==> config.mk <==
export PLATFORM = sky130hd
export DESIGN_NAME = dual_step_pulse_generator_top
export DESIGN_NICKNAME = d
export VERILOG_FILES = /design/src/rtl/dspg_pkg.sv /design/src/rtl/dspg_div.sv /design/src/rtl/dual_step_pulse_generator_top.sv
export SDC_FILE = /design/constraint.sdc
export NUM_CORES = 1
export LEC_CHECK = 0
export BUFFER_PORTS_ARGS = -buffer_cell sky130_fd_sc_hd__buf_2
export CAP_MARGIN = 20
export CORE_AREA = 10 10 167 169
export DETAILED_ROUTE_END_ITERATION = 8
export DIE_AREA = 0 0 177 179
export GPL_ROUTABILITY_DRIVEN = 0
export MAX_ROUTING_LAYER = met4
export PLACE_DENSITY = 0.81
export RECOVER_POWER = 25
export SYNTH_ARGS = -nofsm -noshare
export SYNTH_HDL_FRONTEND = slang
export SYNTH_SLANG_ARGS = --single-unit
==> constraint.sdc <==
create_clock -name clk -period 5.1 [get_ports clk]
set_input_delay 0.255 -clock clk [delete_from_list [all_inputs] [get_ports clk]]
set_output_delay 0.255 -clock clk [all_outputs]
set_load 0.01 [all_outputs]
==> src/rtl/dspg_pkg.sv <==
package dspg_pkg;

  // Default sizing
  localparam int COUNTER_WIDTH_DEF = 16;
  localparam int MAX_FREQ_DEF      = 5000;

  // Fixed field widths
  localparam int OP_W   = 3;
  localparam int FREQ_W = 16;
  localparam int CLK_W  = 20;
  localparam int CFG_IDX_W = 1;
  localparam int CUR_FREQ_W = 13;

  // Command codes
  localparam logic [OP_W-1:0] OP_TICK   = 3'd0;
  localparam logic [OP_W-1:0] OP_START  = 3'd1;
  localparam logic [OP_W-1:0] OP_UPDATE = 3'd2;
  localparam logic [OP_W-1:0] OP_STOP   = 3'd3;
  localparam logic [OP_W-1:0] OP_DIR    = 3'd4;
  localparam logic [OP_W-1:0] OP_ENABLE = 3'd5;

  // Configuration register indexes
  localparam logic [CFG_IDX_W-1:0] CFG_CLOCK_RATE = 1'b0;
  localparam logic [CFG_IDX_W-1:0] CFG_EN_LOW     = 1'b1;

  // Frequency constants
  localparam logic [FREQ_W-1:0] DEFAULT_FREQ = 16'd1000;
  localparam logic [FREQ_W-1:0] MIN_FREQ     = 16'd2;
  localparam logic [CLK_W-1:0]  CLOCK_RATE_RST = 20'd125000;

  // Divider steps: one quotient bit per cycle
  localparam int DIV_STEPS = CLK_W;
  localparam int DIV_CNT_W = $clog2(DIV_STEPS);

  typedef enum logic [1:0] {
    ST_IDLE,
    ST_DIV,
    ST_EMIT
  } state_t;

  typedef struct packed {
    logic [OP_W-1:0]   op;
    logic              motor;
    logic [FREQ_W-1:0] freq_value;
    logic              flag;
  } in_item_t;

  typedef struct packed {
    logic                  step_a;
    logic                  step_b;
    logic                  dir_a;
    logic                  dir_b;
    logic                  en_pin_a;
    logic                  en_pin_b;
    logic                  running_a;
    logic                  running_b;
    logic [CUR_FREQ_W-1:0] current_freq;
  } out_item_t;

  // Divider handshake towards the sequencer
  typedef struct packed {
    logic busy;
    logic done;
  } div_stat_t;

endpackage

==> src/rtl/dspg_div.sv <==
// Restoring divider, one quotient bit per cycle
module dspg_div (
  input  logic                         clk,
  input  logic                         rst_n,
  input  logic                         start,
  input  logic [dspg_pkg::CLK_W-1:0]   dividend,
  input  logic [dspg_pkg::FREQ_W-1:0]  divisor,
  output dspg_pkg::div_stat_t          stat,
  output logic [dspg_pkg::CLK_W-1:0]   quotient
);

  logic [dspg_pkg::CLK_W-1:0]     dvd_r;
  logic [dspg_pkg::FREQ_W-1:0]    dsr_r;
  logic [dspg_pkg::FREQ_W-1:0]    rem_r;
  logic [dspg_pkg::CLK_W-1:0]     quo_r;
  logic [dspg_pkg::DIV_CNT_W-1:0] cnt_r;
  logic                           busy_r;
  logic                           done_r;

  logic [dspg_pkg::FREQ_W:0] rem_sh;
  logic [dspg_pkg::FREQ_W:0] rem_sub;
  logic                      ge;

  // Shift in next dividend bit and trial-subtract
  always_comb begin
    rem_sh  = {rem_r, dvd_r[dspg_pkg::CLK_W-1]};
    ge      = rem_sh >= {1'b0, dsr_r};
    rem_sub = rem_sh - {1'b0, dsr_r};
  end

  // Control
  always_ff @(posedge clk) begin
    if (!rst_n) begin
      busy_r <= 1'b0;
      done_r <= 1'b0;
      cnt_r  <= '0;
    end else begin
      done_r <= 1'b0;
      if (start) begin
        busy_r <= 1'b1;
        cnt_r  <= '0;
      end else if (busy_r) begin
        if (cnt_r == dspg_pkg::DIV_CNT_W'(dspg_pkg::DIV_STEPS - 1)) begin
          busy_r <= 1'b0;
          done_r <= 1'b1;
        end
        cnt_r <= cnt_r + 1'b1;
      end
    end
  end

  // Datapath
  always_ff @(posedge clk) begin
    if (start) begin
      dvd_r <= dividend;
      dsr_r <= divisor;
      rem_r <= '0;
      quo_r <= '0;
    end else if (busy_r) begin
      dvd_r <= {dvd_r[dspg_pkg::CLK_W-2:0], 1'b0};
      rem_r <= ge ? rem_sub[dspg_pkg::FREQ_W-1:0] : rem_sh[dspg_pkg::FREQ_W-1:0];
      quo_r <= {quo_r[dspg_pkg::CLK_W-2:0], ge};
    end
  end

  assign stat.busy = busy_r;
  assign stat.done = done_r;
  assign quotient  = quo_r;

endmodule

==> src/rtl/dual_step_pulse_generator_top.sv <==
// Channel   Dir  Handshake          Payload
// in        in   in_valid/in_stall  in_data   (op, motor, freq_value, flag)
// out       out  out_valid/out_stall out_data (pins, run flags, current_freq)
// cfg       in   cfg_we             cfg_index, cfg_wdata
//
// Tick, stop, direction and enable beats go straight to the emit state; start and a
// frequency change first run the 20-step shared divider (one bit a cycle).
// One beat is worked on at a time; in_stall is high until the result is loaded.
// A finished result waits in the output register while the next beat is taken.
// rst_n is synchronous: motors stopped, clockwise, disabled, clock rate 125 kHz.
module dual_step_pulse_generator_top #(
  parameter int COUNTER_WIDTH = dspg_pkg::COUNTER_WIDTH_DEF,
  parameter int MAX_FREQ      = dspg_pkg::MAX_FREQ_DEF
) (
  input  logic                            clk,
  input  logic                            rst_n,
  input  logic                            in_valid,
  output logic                            in_stall,
  input  dspg_pkg::in_item_t              in_data,
  output logic                            out_valid,
  input  logic                            out_stall,
  output dspg_pkg::out_item_t             out_data,
  input  logic                            cfg_we,
  input  logic [dspg_pkg::CFG_IDX_W-1:0]  cfg_index,
  input  logic [dspg_pkg::CLK_W-1:0]      cfg_wdata
);

  localparam int CW    = COUNTER_WIDTH;
  localparam int PER_W = CW + 1;
  localparam int EXT_W = (PER_W > dspg_pkg::CLK_W) ? PER_W : dspg_pkg::CLK_W;
  localparam logic [dspg_pkg::FREQ_W-1:0] FMAX = dspg_pkg::FREQ_W'(MAX_FREQ);

  // Per-motor state
  logic [PER_W-1:0]            period_r    [2];
  logic [CW-1:0]               compare_r   [2];
  logic [CW-1:0]               count_r     [2];
  logic [dspg_pkg::FREQ_W-1:0] last_freq_r [2];
  logic [1:0]                  run_r;
  logic [1:0]                  dir_r;
  logic [1:0]                  en_r;

  // Configuration
  logic [dspg_pkg::CLK_W-1:0] clock_rate_r;
  logic                       en_low_r;

  // Sequencer
  dspg_pkg::state_t            state_r, state_nxt;
  logic                        cmd_motor_r;
  logic [dspg_pkg::FREQ_W-1:0] cmd_freq_r;
  logic                        out_valid_r;
  dspg_pkg::out_item_t         out_data_r;

  logic                        in_acc;
  logic                        need_div;
  logic                        emit;
  logic [dspg_pkg::FREQ_W-1:0] f_sel;
  logic [dspg_pkg::FREQ_W-1:0] f_clamp;

  dspg_pkg::div_stat_t         div_stat;
  logic [dspg_pkg::CLK_W-1:0]  div_quo;

  logic [EXT_W-1:0]            q_ext;
  logic [EXT_W-1:0]            lim_ext;
  logic [PER_W-1:0]            per_sat;
  logic [CW-1:0]               tick_cnt [2];
  logic [PER_W-1:0]            cnt_inc  [2];

  // Frequency selection and clamp
  always_comb begin
    f_sel = in_data.freq_value;
    if (in_data.op == dspg_pkg::OP_START && in_data.freq_value == '0) begin
      f_sel = dspg_pkg::DEFAULT_FREQ;
    end
    f_clamp = f_sel;
    if (f_clamp < dspg_pkg::MIN_FREQ) begin
      f_clamp = dspg_pkg::MIN_FREQ;
    end
    if (f_clamp > FMAX) begin
      f_clamp = FMAX;
    end
    need_div = (in_data.op == dspg_pkg::OP_START) ||
               (in_data.op == dspg_pkg::OP_UPDATE && in_data.freq_value != '0 &&
                f_clamp != last_freq_r[in_data.motor]);
  end

  // Sequencer next state
  always_comb begin
    state_nxt = state_r;
    in_acc    = 1'b0;
    emit      = 1'b0;
    case (state_r)
      dspg_pkg::ST_IDLE: begin
        if (in_valid) begin
          in_acc    = 1'b1;
          state_nxt = need_div ? dspg_pkg::ST_DIV : dspg_pkg::ST_EMIT;
        end
      end
      dspg_pkg::ST_DIV: begin
        if (div_stat.done) begin
          state_nxt = dspg_pkg::ST_EMIT;
        end
      end
      dspg_pkg::ST_EMIT: begin
        if (!out_valid_r || !out_stall) begin
          emit      = 1'b1;
          state_nxt = dspg_pkg::ST_IDLE;
        end
      end
      default: begin
        state_nxt = dspg_pkg::ST_IDLE;
      end
    endcase
  end

  always_ff @(posedge clk) begin
    if (!rst_n) begin
      state_r <= dspg_pkg::ST_IDLE;
    end else begin
      state_r <= state_nxt;
    end
  end

  // Shared divider: clock_rate / frequency
  dspg_div u_div (
    .clk      (clk),
    .rst_n    (rst_n),
    .start    (in_acc && need_div),
    .dividend (clock_rate_r),
    .divisor  (f_clamp),
    .stat     (div_stat),
    .quotient (div_quo)
  );

  // Period saturation to 2 .. 2^CW
  always_comb begin
    q_ext   = EXT_W'(div_quo);
    lim_ext = EXT_W'(1) << CW;
    if (q_ext > lim_ext) begin
      q_ext = lim_ext;
    end
    if (q_ext < EXT_W'(2)) begin
      q_ext = EXT_W'(2);
    end
    per_sat = q_ext[PER_W-1:0];
  end

  // Tick: wrap counters at period
  always_comb begin
    for (int k = 0; k < 2; k++) begin
      cnt_inc[k]  = {1'b0, count_r[k]} + PER_W'(1);
      tick_cnt[k] = (cnt_inc[k] >= period_r[k]) ? '0 : cnt_inc[k][CW-1:0];
    end
  end

  // Command latch
  always_ff @(posedge clk) begin
    if (in_acc) begin
      cmd_motor_r <= in_data.motor;
      cmd_freq_r  <= f_clamp;
    end
  end

  // Configuration registers
  always_ff @(posedge clk) begin
    if (!rst_n) begin
      clock_rate_r <= dspg_pkg::CLOCK_RATE_RST;
      en_low_r     <= 1'b0;
    end else if (cfg_we) begin
      case (cfg_index)
        dspg_pkg::CFG_CLOCK_RATE: clock_rate_r <= cfg_wdata;
        dspg_pkg::CFG_EN_LOW:     en_low_r     <= cfg_wdata[0];
        default: ;
      endcase
    end
  end

  // Motor state update
  always_ff @(posedge clk) begin
    if (!rst_n) begin
      for (int k = 0; k < 2; k++) begin
        period_r[k]    <= PER_W'(2);
        compare_r[k]   <= '0;
        count_r[k]     <= '0;
        last_freq_r[k] <= '0;
      end
      run_r <= 2'b00;
      dir_r <= 2'b11;
      en_r  <= 2'b00;
    end else if (state_r == dspg_pkg::ST_DIV && div_stat.done) begin
      period_r[cmd_motor_r]    <= per_sat;
      compare_r[cmd_motor_r]   <= per_sat[PER_W-1:1];
      count_r[cmd_motor_r]     <= '0;
      run_r[cmd_motor_r]       <= 1'b1;
      last_freq_r[cmd_motor_r] <= cmd_freq_r;
    end else if (in_acc && !need_div) begin
      case (in_data.op)
        dspg_pkg::OP_TICK: begin
          for (int k = 0; k < 2; k++) begin
            if (run_r[k]) begin
              count_r[k] <= tick_cnt[k];
            end
          end
        end
        dspg_pkg::OP_UPDATE: begin
          // zero stops; unchanged frequency leaves all as is
          if (in_data.freq_value == '0) begin
            run_r[in_data.motor]       <= 1'b0;
            last_freq_r[in_data.motor] <= '0;
          end
        end
        dspg_pkg::OP_STOP: begin
          run_r[in_data.motor]       <= 1'b0;
          last_freq_r[in_data.motor] <= '0;
        end
        dspg_pkg::OP_DIR:    dir_r[in_data.motor] <= in_data.flag;
        dspg_pkg::OP_ENABLE: en_r[in_data.motor]  <= in_data.flag;
        default: ;
      endcase
    end
  end

  // Output register
  always_ff @(posedge clk) begin
    if (!rst_n) begin
      out_valid_r <= 1'b0;
    end else if (emit) begin
      out_valid_r <= 1'b1;
    end else if (!out_stall) begin
      out_valid_r <= 1'b0;
    end
  end

  always_ff @(posedge clk) begin
    if (emit) begin
      out_data_r.step_a       <= run_r[0] && (count_r[0] < compare_r[0]);
      out_data_r.step_b       <= run_r[1] && (count_r[1] < compare_r[1]);
      out_data_r.dir_a        <= dir_r[0];
      out_data_r.dir_b        <= dir_r[1];
      out_data_r.en_pin_a     <= en_r[0] ^ en_low_r;
      out_data_r.en_pin_b     <= en_r[1] ^ en_low_r;
      out_data_r.running_a    <= run_r[0];
      out_data_r.running_b    <= run_r[1];
      out_data_r.current_freq <= last_freq_r[cmd_motor_r][dspg_pkg::CUR_FREQ_W-1:0];
    end
  end

  assign in_stall  = (state_r != dspg_pkg::ST_IDLE);
  assign out_valid = out_valid_r;
  assign out_data  = out_data_r;

endmodule

* Word-level counts from Yosys, hierarchy flattened
Memory sizes are Yosys's and may differ from the RTL's. A register that Yosys moved wholly into a read port is not among the register bits.
Index checks and enable logic that the tools add are counted.
** Storage, ports and cells
- Logic and storage cells :: 187
- Memories :: 4
- Register bits :: 134
- Output and inout bits :: 23
- RAM bits :: 130
- Input port bits :: 47
** Memory list
- period_r :: words 2, width 17, rd ports 2, clocked after Yosys merged registers in 0, wr ports 2, line dual_step_pulse_generator_top.sv:34 : logic [PER_W-1:0] period_r [2];
- compare_r :: words 2, width 16, rd ports 2, clocked after Yosys merged registers in 0, wr ports 2, line dual_step_pulse_generator_top.sv:35 : logic [CW-1:0] compare_r [2];
- count_r :: words 2, width 16, rd ports 2, clocked after Yosys merged registers in 0, wr ports 2, line dual_step_pulse_generator_top.sv:36 : logic [CW-1:0] count_r [2];
- last_freq_r :: words 2, width 16, rd ports 2, clocked after Yosys merged registers in 1, wr ports 2, line dual_step_pulse_generator_top.sv:37 : logic [dspg_pkg::FREQ_W-1:0] last_freq_r [2];
** Cells by class
- Magnitude comparators :: 13
- Bitwise operators :: 12
- Reduce and logical (&&, ||, !) cells :: 36
- Muxes and demuxes :: 80
- Equality and inequality tests :: 14
- Add/sub/neg operators :: 4
** Operators by type and width (number)
- $mux 16 :: 13
- $reduce_or 16->1 :: 4
- $mux 20 :: 3
- $mux 1 :: 49
- $add 16x1->17 const B :: 2
- $ge 17x17->1 :: 2
- $mux 17 :: 2
- $lt 16x16->1 :: 2
- $gt 20x17->1 const B :: 1
- $lt 20x2->1 const B :: 1
- $ge 17x16->1 :: 1
- $reduce_or 17->1 :: 1
- $gt 16x13->1 const B :: 1
- $logic_not 16->1 :: 1
- $lt 16x2->1 const B :: 1
- $ne 16x16->1 :: 1
- $reduce_bool 16->1 :: 1
- $sub 16x16->16 :: 1
- $mux 2 :: 7
- $reduce_and 3->1 :: 4
- $logic_and 1x1->1 :: 10
- $eq 3x2->1 const B :: 2
- $eq 3x3->1 const B :: 2
- $pmux 2 s3 :: 1
- 28 further kinds :: 46

* Logic depth before layout (Yosys ltp)
Gate-level depths: netlist of the first run.
- Depth after elaboration :: 19
- Depth in mapped cells :: 18
- Depth with buffers taken out :: 16

* By module
A second synthesis of the first run with hierarchy kept.
** Second synthesis, totals
- Cells, all modules :: 1231
- Area total of the unflattened synthesis :: 12972.4 um^2
** Modules (own cells, without submodules)
- dual_step_pulse_generator_top :: area each 9088.7 um^2, cells an instance 871, sequential area each 4424.2 um^2, instances 1
- dspg_div :: area each 3883.7 um^2, cells an instance 360, sequential area each 1941.9 um^2, instances 1

* Worst setup path before layout of the first run
OpenSTA, ideal clock, no wires.
- Path kind :: register to register
- From :: register state_r[1]
- To :: memory count_r[1][13] in the netlist's numbering
- Setup time :: 0.059 ns
- Data arrival time :: 3.921 ns
- Stages on the path, launching flop included :: 9
- Required time :: 5.041 ns
- Path buffers :: 0
- Period minus slack after synthesis :: 3.980 ns
- Path slack :: 1.120 ns
- Cells stage by stage :: dfxtp_1 > nor3b_1 > nor4b_1 > nand2_1 > or4b_1 > or3_1 > o21ai_0 > a21o_1 > a22o_1
** RTL lines
- from (decl) :: line dual_step_pulse_generator_top.sv:47 : dspg_pkg::state_t state_r, state_nxt;
- from (signal assigned) :: line dual_step_pulse_generator_top.sv:117 : state_r <= dspg_pkg::ST_IDLE;
- from (signal assigned) :: line dual_step_pulse_generator_top.sv:119 : state_r <= state_nxt;
- to (decl) :: line dual_step_pulse_generator_top.sv:36

* Worst setup path after layout of the first run
- From :: input port in_data[14] in the netlist's numbering
- To :: register u_div.dvd_r[11] in the netlist's numbering, enable pin
** On the way
- Longest elaborated chain between the ends :: 12
- Elaborated cells between the ends (all ways) :: 14
- Those cells by class :: order compare (2); eq/ne (1); mux (3); reduce/logical (8)
** Ends and longest elaborated chain
- from (decl) :: line dual_step_pulse_generator_top.sv:19 : input dspg_pkg::in_item_t in_data,
- $logic_not 16->1 :: line dual_step_pulse_generator_top.sv:71 : if (in_data.op == dspg_pkg::OP_START && in_data.freq_value == '0) begin
- $logic_and 1x1->1 :: line dual_step_pulse_generator_top.sv:71
- $mux 16 * :: line dual_step_pulse_generator_top.sv:71
- $lt 16x2->1 :: line dual_step_pulse_generator_top.sv:75 : if (f_clamp < dspg_pkg::MIN_FREQ) begin
- $mux 16 * :: line dual_step_pulse_generator_top.sv:75
- $gt 16x13->1 :: line dual_step_pulse_generator_top.sv:78 : if (f_clamp > FMAX) begin
- $mux 16 * :: line dual_step_pulse_generator_top.sv:78
- via f_clamp (one bit) :: line dual_step_pulse_generator_top.sv:57 : logic [dspg_pkg::FREQ_W-1:0] f_clamp;
- $ne 16x16->1 * :: line dual_step_pulse_generator_top.sv:83 : f_clamp != last_freq_r[in_data.motor]);
- $logic_and 1x1->1 * :: line dual_step_pulse_generator_top.sv:82 : (in_data.op == dspg_pkg::OP_UPDATE && in_data.freq_value != '0 &&
- $logic_or 1x1->1 * :: line dual_step_pulse_generator_top.sv:81 : need_div = (in_data.op == dspg_pkg::OP_START) ||
- $logic_and 1x1->1 * :: line dual_step_pulse_generator_top.sv:127 : .start (in_acc && need_div),
- $reduce_bool 2->1 (no source line) *
- to (signal assigned) :: line dspg_div.sv:55 : dvd_r <= dividend;
- to (signal assigned) :: line dspg_div.sv:60 : dvd_r <= {dvd_r[dspg_pkg::CLK_W-2:0], 1'b0};
- to (decl) :: line dspg_div.sv:12 : logic [dspg_pkg::CLK_W-1:0] dvd_r;
The timed path passes the listed nets; every way through them passes the cells marked *.
A chain may end at the register's enable or synchronous reset.

==> results of run 1 <==
[what timing repair did]
action / CTS / global route
hold buffers: 21 / 0
hold endpoints to repair: 23 / 0
setup endpoints to repair: 0 / 0
[state kept, by name, summed over array words and instances (netlist names), 5 cells and up]
| register | flops |
|---|---|
| clock_rate_r | 20 |
| cmd_freq_r | 16 |
| compare_r | 30 |
| count_r | 32 |
| last_freq_r | 32 |
| out_data | 21 |
| period_r | 6 |
| u_div.cnt_r | 5 |
| u_div.dsr_r | 16 |
| u_div.dvd_r | 20 |
| u_div.quotient | 20 |
| u_div.rem_r | 16 |
[critical path, cell delays in order]
cell and delay, ns:
clkbuf_1 0.08, nor4_1 1.19, clkinv_1 0.56, nor3_4 0.37, nand3_1 0.14, o311ai_1 0.29
a32oi_1 0.17, or4_4 0.59, o31ai_4 0.33, nand2b_1 0.57
[cells in the mapped netlist (12+ instances only)]
master | number | area (sq um)
inv_1 | 66 | 248
xnor2_1 | 37 | 324
and3_1 | 43 | 269
and2_1 | 50 | 313
nand2_1 | 99 | 372
a21o_1 | 15 | 113
nand2b_1 | 17 | 106
xor2_1 | 20 | 175
o21a_1 | 15 | 113
clkbuf_1 | 47 | 176
a31oi_1 | 12 | 75.1
nor3_1 | 38 | 190
edfxtp_1 | 142 | 4260
a211oi_1 | 45 | 338
o21ai_0 | 38 | 190
or3_1 | 13 | 81.3
nand4_1 | 13 | 81.3
mux2_1 | 12 | 135
a21oi_1 | 50 | 250
ha_1 | 83 | 1040
a21boi_0 | 17 | 128
nand3_1 | 40 | 200
mux2_2 | 22 | 248
dfxtp_1 | 105 | 2100
nor2_1 | 79 | 297
nor2b_1 | 16 | 100
mux2i_1 | 43 | 430
[routing by layer]
layer  GRT usage, %  part of all wire [%]  vias up
met3           2.57                   5.0       52
met5              -                     0        -
li1               -                     -     4905
met2           32.4                    49      284
met4           4.76                   2.1        0
met1           23.9                    44     4763
[kinds of logic after synthesis]
family,share of synthesized area (%)
AOI/OAI and AO/OA,13.0
xor gates and xnor gates,3.75
adders and majority gates,7.94
buffers and inverters,3.67
DFF,47.8
muxes,6.10
other,0.0281
and+or+nand+nor,17.7
[report_power, final]
part           leakage (uW)  switching (uW)  internal (uW)
logic               0.00348             575            431
registers           0.00220             106           2260
clock network      0.000445             820           1150
[worst max-delay path by stage]
stage | from | endpoint | slack, ns | cells past startpoint
floorplan | state_r[1]$_SDFFE_PN0P_ | count_r[1][13]$_SDFFE_PP0P_ | 1.12 | 8
global placement | count_r[1][0]$_SDFFE_PP0P_ | count_r[1][9]$_SDFFE_PP0P_ | 1.24 | 17
detailed placement | count_r[1][0]$_SDFFE_PP0P_ | count_r[1][9]$_SDFFE_PP0P_ | 1.09 | 17
CTS | count_r[1][0]$_SDFFE_PP0P_ | count_r[1][7]$_SDFFE_PP0P_ | 1.08 | 17
global route | in_data[14] | u_div.dvd_r[9]$_DFFE_PP_ | 0.31 | 10
finish | in_data[14] | u_div.dvd_r[11]$_DFFE_PP_ | 0.64 | 10
[metrics by stage]
step | setup WS [ns] | util [%] | area, sq um | total power (uW) | hold WS, ns
after floorplan | 1.12 | - | 13300 | 3140 | 0.354
after global placement | 1.24 | 56.5 | 14000 | 3350 | 0.417
after detailed placement | 1.09 | 56.5 | 14000 | 3390 | 0.424
after CTS | 1.08 | 61.0 | 15100 | 5370 | 0.0139
after global routing | 0.310 | 60.7 | 15000 | 5600 | 0.0494
final | 0.641 | 60.7 | 15000 | 5350 | 0.0431
[layout make-up]
cell class / instances / area [sq um]
diodes: 1 / 2.50
clock buffers: 29 / 693
clock inverters: 21 / 220
fillers: 1945 / 9720
inverters: 68 / 255
multi-input cells: 926 / 6470
flip-flops and latches: 247 / 6370
well taps: 330 / 413
repair buffers: 103 / 608
==> metrics, run 1 <==
Layout Cells excl Fill=1725; Post-Synthesis Cells=1292; CP max FO=20; H-tree levels=1; arrival time at the worst endpoint=4.55 ns; Tcrit/Tclk final=87.4%; Fin. Hold Viols=0; DR pass1 iterations=6; status=complete, but fails checks; clock-pin slew on the worst setup and hold paths=0.06 ns; capturing point of the worst reg2reg path=count_r[1][8]$_SDFFE_PP0P_; f_max=224 MHz; number of remaining DRC errors=0; Layout Nets=1504; #FFs+latches synth=247; vias in the first global route=10034; clk buf depth=3; leading cell type in the layout, fill and taps excluded=edfxtp_1; die footprint=0.0317 sq mm; RSZ-0062 raised after global routing=false; first-pass GRT wire length=49500 um; DR WL/cell=17.2 um; Pleak=0.00612 uW; # IOs=70; vias per std cell=5.80; total negative slack=0 ns; YS warnings=0; worst hold path stage count=3; Total Routing Usage GR=19.2%; CORE AREA=0.0247 sq mm; crit path kind=input pin to register; vias after detailed routing=10004; Main synth FF type=edfxtp_1; most frequent cells in the layout=142 x edfxtp_1, 104 x dfxtp_1, 99 x nand2_1; Clock Sink Count=247; initial antenna violation count=1; violated checks=max-capacitance violations, max-slew violations; syn avg cell area=10.3 sq um; Clock Tree Root=clkbuf_16; GR Overflow Total=0; Crit path required time=5.19 ns; Final setup violation count=0; worst reg2reg path depth=17; maximum number of pins on one net before global-route repair=65; CTS tree=built; Routed Antenna Nets=0; measured slew at the worst slew-check pin=2.58 ns; Worst Hold Endpoint=out_valid$_SDFFE_PN0P_; DP Wirelength=20500 um; Worst Min Path Start=out_stall; Core Rows=58; fin. max-slew vios=65; Total Wirelength=29700 um; Cell variety after synth=70; reg2reg start=count_r[1][0]$_SDFFE_PP0P_; Die Ht=179 um; CP startpoint kind=input pin; Port Buffer Count=69; placed cell count=1653; worst-skew pair later-pin latency=0.55 ns; r2r setup slk=0.91 ns; hold crit path type=input pin to register; Mapped Area=0.0133 sq mm; sequential area share after synthesis=47.8%; Resize count post-CTS=0; Post-synth EDFFs=142; Die Width=177 um; slew margin rel.=-71.8%; Area Growth Syn to Fin=12.8%; Starting Density=53.9%; DRT iter0 DRCs=864; maximum VDD drop=0.000305 V; post-CTS setup buffers=0; Final Skew=0.0139 ns; fraction of layout cells with a size suffix above 1=10.2%; clock period minus worst slack=4.46 ns; FFs w/ async S/R, synth=0%; endpoint class of the critical path=register; Max Cap Viol=1; PD cells=356 mW/mm^2; Num CTS Buffers=27
Note: power is estimated with default switching activity, not from simulation.
==> inputs of run 2 (changes only) <==
--- a/config.mk
+++ b/config.mk
@@ -6,14 +6,14 @@
 export NUM_CORES = 1
 export LEC_CHECK = 0
 export BUFFER_PORTS_ARGS = -buffer_cell sky130_fd_sc_hd__buf_2
-export CAP_MARGIN = 20
+export CAP_MARGIN = 15
 export CORE_AREA = 10 10 167 169
 export DETAILED_ROUTE_END_ITERATION = 8
 export DIE_AREA = 0 0 177 179
 export GPL_ROUTABILITY_DRIVEN = 0
 export MAX_ROUTING_LAYER = met4
-export PLACE_DENSITY = 0.81
-export RECOVER_POWER = 25
+export PLACE_DENSITY_LB_ADDON = 0.05
+export RECOVER_POWER = 100
 export SYNTH_ARGS = -nofsm -noshare
 export SYNTH_HDL_FRONTEND = slang
 export SYNTH_SLANG_ARGS = --single-unit
==> run 2 against run 1 <==
Against the previous run:
- the flow still finishes with violations (max-capacitance violations, max-slew violations)
- global-route usage is 0.25 points higher
- setup slack worse by 0.037 ns
- total power is 0.72% lower
- clock skew hardly changed
- clock power hardly changed
- utilization is 0.13 points lower
- critical path type unchanged
- critical endpoint is now u_div.dvd_r[0]$_SDFFCE_PN0P_
- highest routed layer unchanged
==> metrics, run 2 (synthesized netlist as in run 1, its figures left out) <==
DP Wirelength=20900 um (+1.8%); setup slack after layout=0.604 ns (-0.0368 ns); Clock Sink Count=247 (unchanged); Final setup violation count=0 (unchanged); vias per std cell=5.68 (-2.0%); RSZ-0062 raised after global routing=false; Total Wirelength=30100 um (+1.3%); # IOs=70 (unchanged); Tcrit/Tclk final=88.2% (+0.72 points); clock period minus worst slack=4.50 ns (+0.0368 ns); CP startpoint kind=input pin; Fin. Hold Viols=0 (unchanged); CTS tree=built; most frequent cells in the layout=142 x edfxtp_1, 104 x dfxtp_1, 99 x nand2_1; clk buf depth=3 (unchanged); Routed Antenna Nets=0 (unchanged); CP max FO=54 (+170%); total negative slack=0 ns (unchanged); leading cell type in the layout, fill and taps excluded=edfxtp_1; hold crit path type=input pin to register; dpl cell area=0.0140 sq mm (about the same); DR WL/cell=17.4 um (+1.2%); Die Ht=179 um (unchanged); GR Overflow Total=0 (unchanged); Resize count post-CTS=0 (unchanged); Total Routing Usage GR=19.4% (+0.25 points); CORE AREA=0.0247 sq mm (unchanged); status=complete, but fails checks; biggest registers after layout=count_r (32), last_freq_r (32), compare_r (30); f_max=222 MHz (-0.82%); Area Growth Syn to Fin=12.5%; DRT iter0 DRCs=534 (-38%); fin. max-slew vios=93 (+43%); multi-input logic area=0.00646 sq mm (-0.14%); crit path kind=input pin to register; Hold Slack=0.0166 ns (-0.0265 ns); Layout Nets=1504 (unchanged); Max Cap Viol=3 (+2); Port Buffer Count=69 (unchanged); measured slew at the worst slew-check pin=2.71 ns (+0.130 ns); slew margin rel.=-80.5% (-8.7 points); maximum number of pins on one net before global-route repair=65 (unchanged); Clock Tree Root=clkbuf_16; number of remaining DRC errors=0 (unchanged); Pleak=0.00607 uW (-0.77%); endpoint class of the critical path=register; Reg area=0.00637 sq mm (unchanged); violated checks=max-capacitance violations, max-slew violations; Crit path required time=5.39 ns (+0.20 ns); fraction of layout cells with a size suffix above 1=9.46% (-0.72 points); Num CTS Buffers=28 (+3.7%); Filler Cell Count=2127 (+9.4%); clock-pin slew on the worst setup and hold paths=0.06 ns (about the same); H-tree levels=1 (unchanged); die footprint=0.0317 sq mm (unchanged); Die Width=177 um (unchanged); Starting Density=53.9% (unchanged); maximum VDD drop=0.000287 V (-5.6%); worst-skew pair later-pin latency=0.54 ns (about the same); Core Rows=58 (unchanged); initial antenna violation count=1 (unchanged); first-pass GRT wire length=49300 um (-0.32%); Layout Utilization=60.6% (-0.13 points); vias after detailed routing=9808 (-2.0%); DR pass1 iterations=5 (-1); vias in the first global route=9741 (-2.9%); PD cells=354 mW/mm^2 (-0.50%); Place WS=0.941 ns (-0.151 ns); arrival time at the worst endpoint=4.78 ns (+0.23 ns); Final Skew=0.0137 ns (-0.000184 ns); design area=0.0150 sq mm (-0.22%)
run 2: what timing repair did:
item | CTS | global route
buffers inserted | 0 | 0
endpoints found under the hold margin | 23 | 0
hold buffers | 21 | 0
run 2: where the power goes:
group          switching [uW]  total, uW  internal, uW
Sequential                103       2370          2260
Clock                     796       1940          1140
Combinational             571       1000           431
Total                    1470       5310          3840
run 2: critical path: stages:
cell and delay [ns]:
clkbuf_1 0.09, nor4_1 1.11, clkinv_1 0.60, nor3_4 0.38
nand3_1 0.12, o311ai_0 0.31, a32oi_1 0.18, or4_1 0.63
o31ai_4 0.31, inv_2 0.44, and2_1 0.34
run 2: layout make-up:
type	instances	area share, %
multi-input combinational	926	43.1
antenna	1	0.0167
clock buffer	39	5.36
inverter	68	1.70
clock inverter	13	0.617
timing repair buffer	102	4.01
sequential	247	42.5
tap	330	2.75
run 2: metrics by stage:
stage                     cells  power [uW]
after detailed placement   1652        3400
after floorplan            1297        3140
after CTS                  1725        5360
final                      1726        5310
after global routing       1726        5570
after global placement     1652        3390
run 2: path summary, 6_finish.rpt:
check	endpoint	slack (ns)	cells past startpoint	startpoint
setup / recovery	u_div.dvd_r[0]$_SDFFCE_PN0P_	0.60	11	in_data[14]
hold / removal	out_valid$_SDFFE_PN0P_	0.02	3	out_stall
setup reg to reg	last_freq_r[0][8]$_SDFFCE_PN0P_	0.61	6	state_r[1]$_SDFFE_PN0P_
hold reg to reg	out_data[18]$_DFFE_PP_	0.43	0	dir_r[0]$_SDFFE_PN1P_
run 2: metal layers:
metal | track usage [%] | wire length [um] | share of wire, % | up-vias
li1 | - | - | - | 4916
met4 | 4.90 | 573 | 1.9 | 0
met3 | 2.84 | 1130 | 3.8 | 43
met5 | - | 0 | 0 | -
met2 | 32.2 | 14400 | 48 | 181
met1 | 24.6 | 14000 | 47 | 4668
==> inputs of run 3 (changes only) <==
==> constraint.sdc (replaced) <==
create_clock -name clk -period 3.9 [get_ports clk]
set_input_delay 0.195 -clock clk [delete_from_list [all_inputs] [get_ports clk]]
set_output_delay 0.195 -clock clk [all_outputs]
set_load 0.01 [all_outputs]
==> run 3 against run 2 <==
Against the previous run:
- first-iteration DRC count grew 16%
- setup slack lost 0.39 ns
- design area grew 1.3%
- the flow still finishes with violations (max-capacitance violations, max-slew violations)
- largest power group unchanged
- clock-buffer cell count shrank 6
- global-route usage grew 0.18 points
- clock skew grew 0.012 ns
- routed wire length grew 1.5%
==> metrics, run 3 (synthesized netlist as in run 1, its figures left out) <==
status=complete, but fails checks; violated checks=max-capacitance violations, max-slew violations; number of remaining DRC errors=0 (unchanged); Routed Antenna Nets=0 (unchanged); leading cell type in the layout, fill and taps excluded=edfxtp_1; measured slew at the worst slew-check pin=2.19 ns (-0.520 ns); Clock Tree Root=clkbuf_16; Worst path top cell family by delay=simple AND/OR/NAND/NOR gates; Antenna Cells=0 (-1); CORE AREA=0.0247 sq mm (unchanged); biggest registers after layout=count_r (32), last_freq_r (32), compare_r (30); CP startpoint kind=register; clk buf depth=3 (unchanged); multi-input logic area=0.00652 sq mm (+0.89%); Reg area=0.00637 sq mm (about the same); Final setup violation count=0 (unchanged); H-tree levels=1 (unchanged); Fin. Hold Viols=0 (unchanged); CP peak stage delay=0.52 ns (-0.59 ns); post-CTS setup buffers=0 (unchanged); Die Width=177 um (unchanged); crit path kind=register to register; vias in the first global route=9766 (+0.26%); CTS tree=built; hold crit path type=input pin to register; Die Ht=179 um (unchanged); Layout Nets=1522 (+1.2%); Pleak=0.00617 uW (+1.7%); die footprint=0.0317 sq mm (unchanged); DR WL/cell=17.6 um (+0.64%); Power, Total=6970 uW (+31%); f_max=272 MHz; Final Skew=0.0261 ns (+0.0124 ns); Total Wirelength=30600 um (+1.5%); WP buf/inv=0 (-3); worst-skew pair later-pin latency=0.55 ns (about the same); first-pass GRT wire length=49700 um (+0.78%); arrival time at the worst endpoint=4.15 ns (-0.63 ns); maximum number of pins on one net before global-route repair=55 (-15%); vias per std cell=5.72 (+0.72%); DR pass1 iterations=5 (unchanged); vias after detailed routing=9964 (+1.6%); maximum VDD drop=0.000328 V (+14%); Area Growth Syn to Fin=14.0%; Num CTS Buffers=26 (-7.1%); Crit path top cell by count=and3_4; Crit path required time=4.37 ns (-1.02 ns); # IOs=70 (unchanged); Filler Cell Count=2124 (-0.14%); Tcrit/Tclk final=94.4%; GR Overflow Total=0 (unchanged); PD cells=458 mW/mm^2 (+30%); Clock Sink Count=247 (unchanged); Starting Density=53.9% (unchanged); fraction of layout cells with a size suffix above 1=11.5% (+2.0 points); initial antenna violation count=0 (-1); slowest cell on the critical path=or4b_1; total negative slack=0 ns (unchanged); Core Rows=58 (unchanged); Max Cap Viol=1 (-2); fin. max-slew vios=55 (-41%); DP Wirelength=21500 um (+2.6%); endpoint class of the critical path=register; Port Buffer Count=69 (unchanged); slew margin rel.=-45.8% (+35 points); CP cell instances=ha_1, and3_1, and3_4, and3_4, and3_4, and3_4, nand3_1, xnor2_2, ha_1, a21oi_1, nor2b_1, or4b_1, or3_1, o21ai_2, a21o_1, a22o_1; clock-pin slew on the worst setup and hold paths=0.06 ns (about the same); most frequent cells in the layout=142 x edfxtp_1, 102 x dfxtp_1, 99 x nand2_1; Total Routing Usage GR=19.6% (+0.18 points); clock period minus worst slack=3.68 ns; DRT iter0 DRCs=619 (+16%); RSZ-0062 raised after global routing=false; CP max FO=6 (-89%)
## run 3: tightest hold or removal path: cells and delay by family
family / cells / cell delay [ns]
buf+inv: 1 / 0.13
simple gates: 2 / 0.13
mux: 1 / 0.11
## run 3: where the power goes
| group | switching [uW] | total (uW) | internal (uW) | leakage [uW] |
|---|---|---|---|---|
| clock network | 1040 | 2530 | 1490 | 0.000436 |
| registers | 140 | 3100 | 2960 | 0.00220 |
| logic | 760 | 1340 | 578 | 0.00354 |
## run 3: metal layers
metal | track usage (%) | up-vias | wire [um] | part of all wire, %
met2 | 32.5 | 205 | 15000 | 49
met4 | 4.83 | 0 | 658 | 2.2
met5 | - | - | 0 | 0
li1 | - | 4929 | - | -
met1 | 25.0 | 4779 | 13800 | 45
met3 | 2.65 | 51 | 1140 | 3.7
## run 3: final timing paths
kind / start / end / slack (ns) / cells past startpoint
worst max-delay path: count_r[1][1]$_SDFFE_PP0P_ / count_r[1][1]$_SDFFE_PP0P_ / 0.22 / 16
worst min-delay path: in_data[18] / dir_r[0]$_SDFFE_PN1P_ / 0.06 / 4
worst max register to register: count_r[1][1]$_SDFFE_PP0P_ / count_r[1][1]$_SDFFE_PP0P_ / 0.22 / 16
worst min register to register: dir_r[0]$_SDFFE_PN1P_ / out_data[18]$_DFFE_PP_ / 0.45 / 0
## run 3: repair_timing
item / in CTS / in global routing
gates resized for setup: 0 / 16
endpoints found under the hold margin: 26 / 0
endpoints found under the setup margin: 0 / 12
hold buffers: 24 / 0
## run 3: layout make-up
type | instances | area share, %
Clock inverter | 15 | 1.13
Inverter | 68 | 1.68
Multi-Input combinational cell | 926 | 42.9
Tap cell | 330 | 2.72
Sequential cell | 247 | 41.9
Timing Repair Buffer | 122 | 5.00
Clock buffer | 33 | 4.65
## run 3: per-stage QoR
stage / cells / area, sq um / utilization [%] / hold slack, ns / setup WS, ns
after floorplan: 1297 / 13400 / - / 0.294 / 0.318
after global placement: 1669 / 14100 / 57.1 / 0.404 / 0.166
after detailed placement: 1669 / 14100 / 57.1 / 0.411 / 0.0870
after CTS: 1741 / 15200 / 61.6 / 0.0297 / 0.0459
after global routing: 1741 / 15200 / 61.4 / 0.0888 / 0.0106
final: 1741 / 15200 / 61.4 / 0.0600 / 0.218
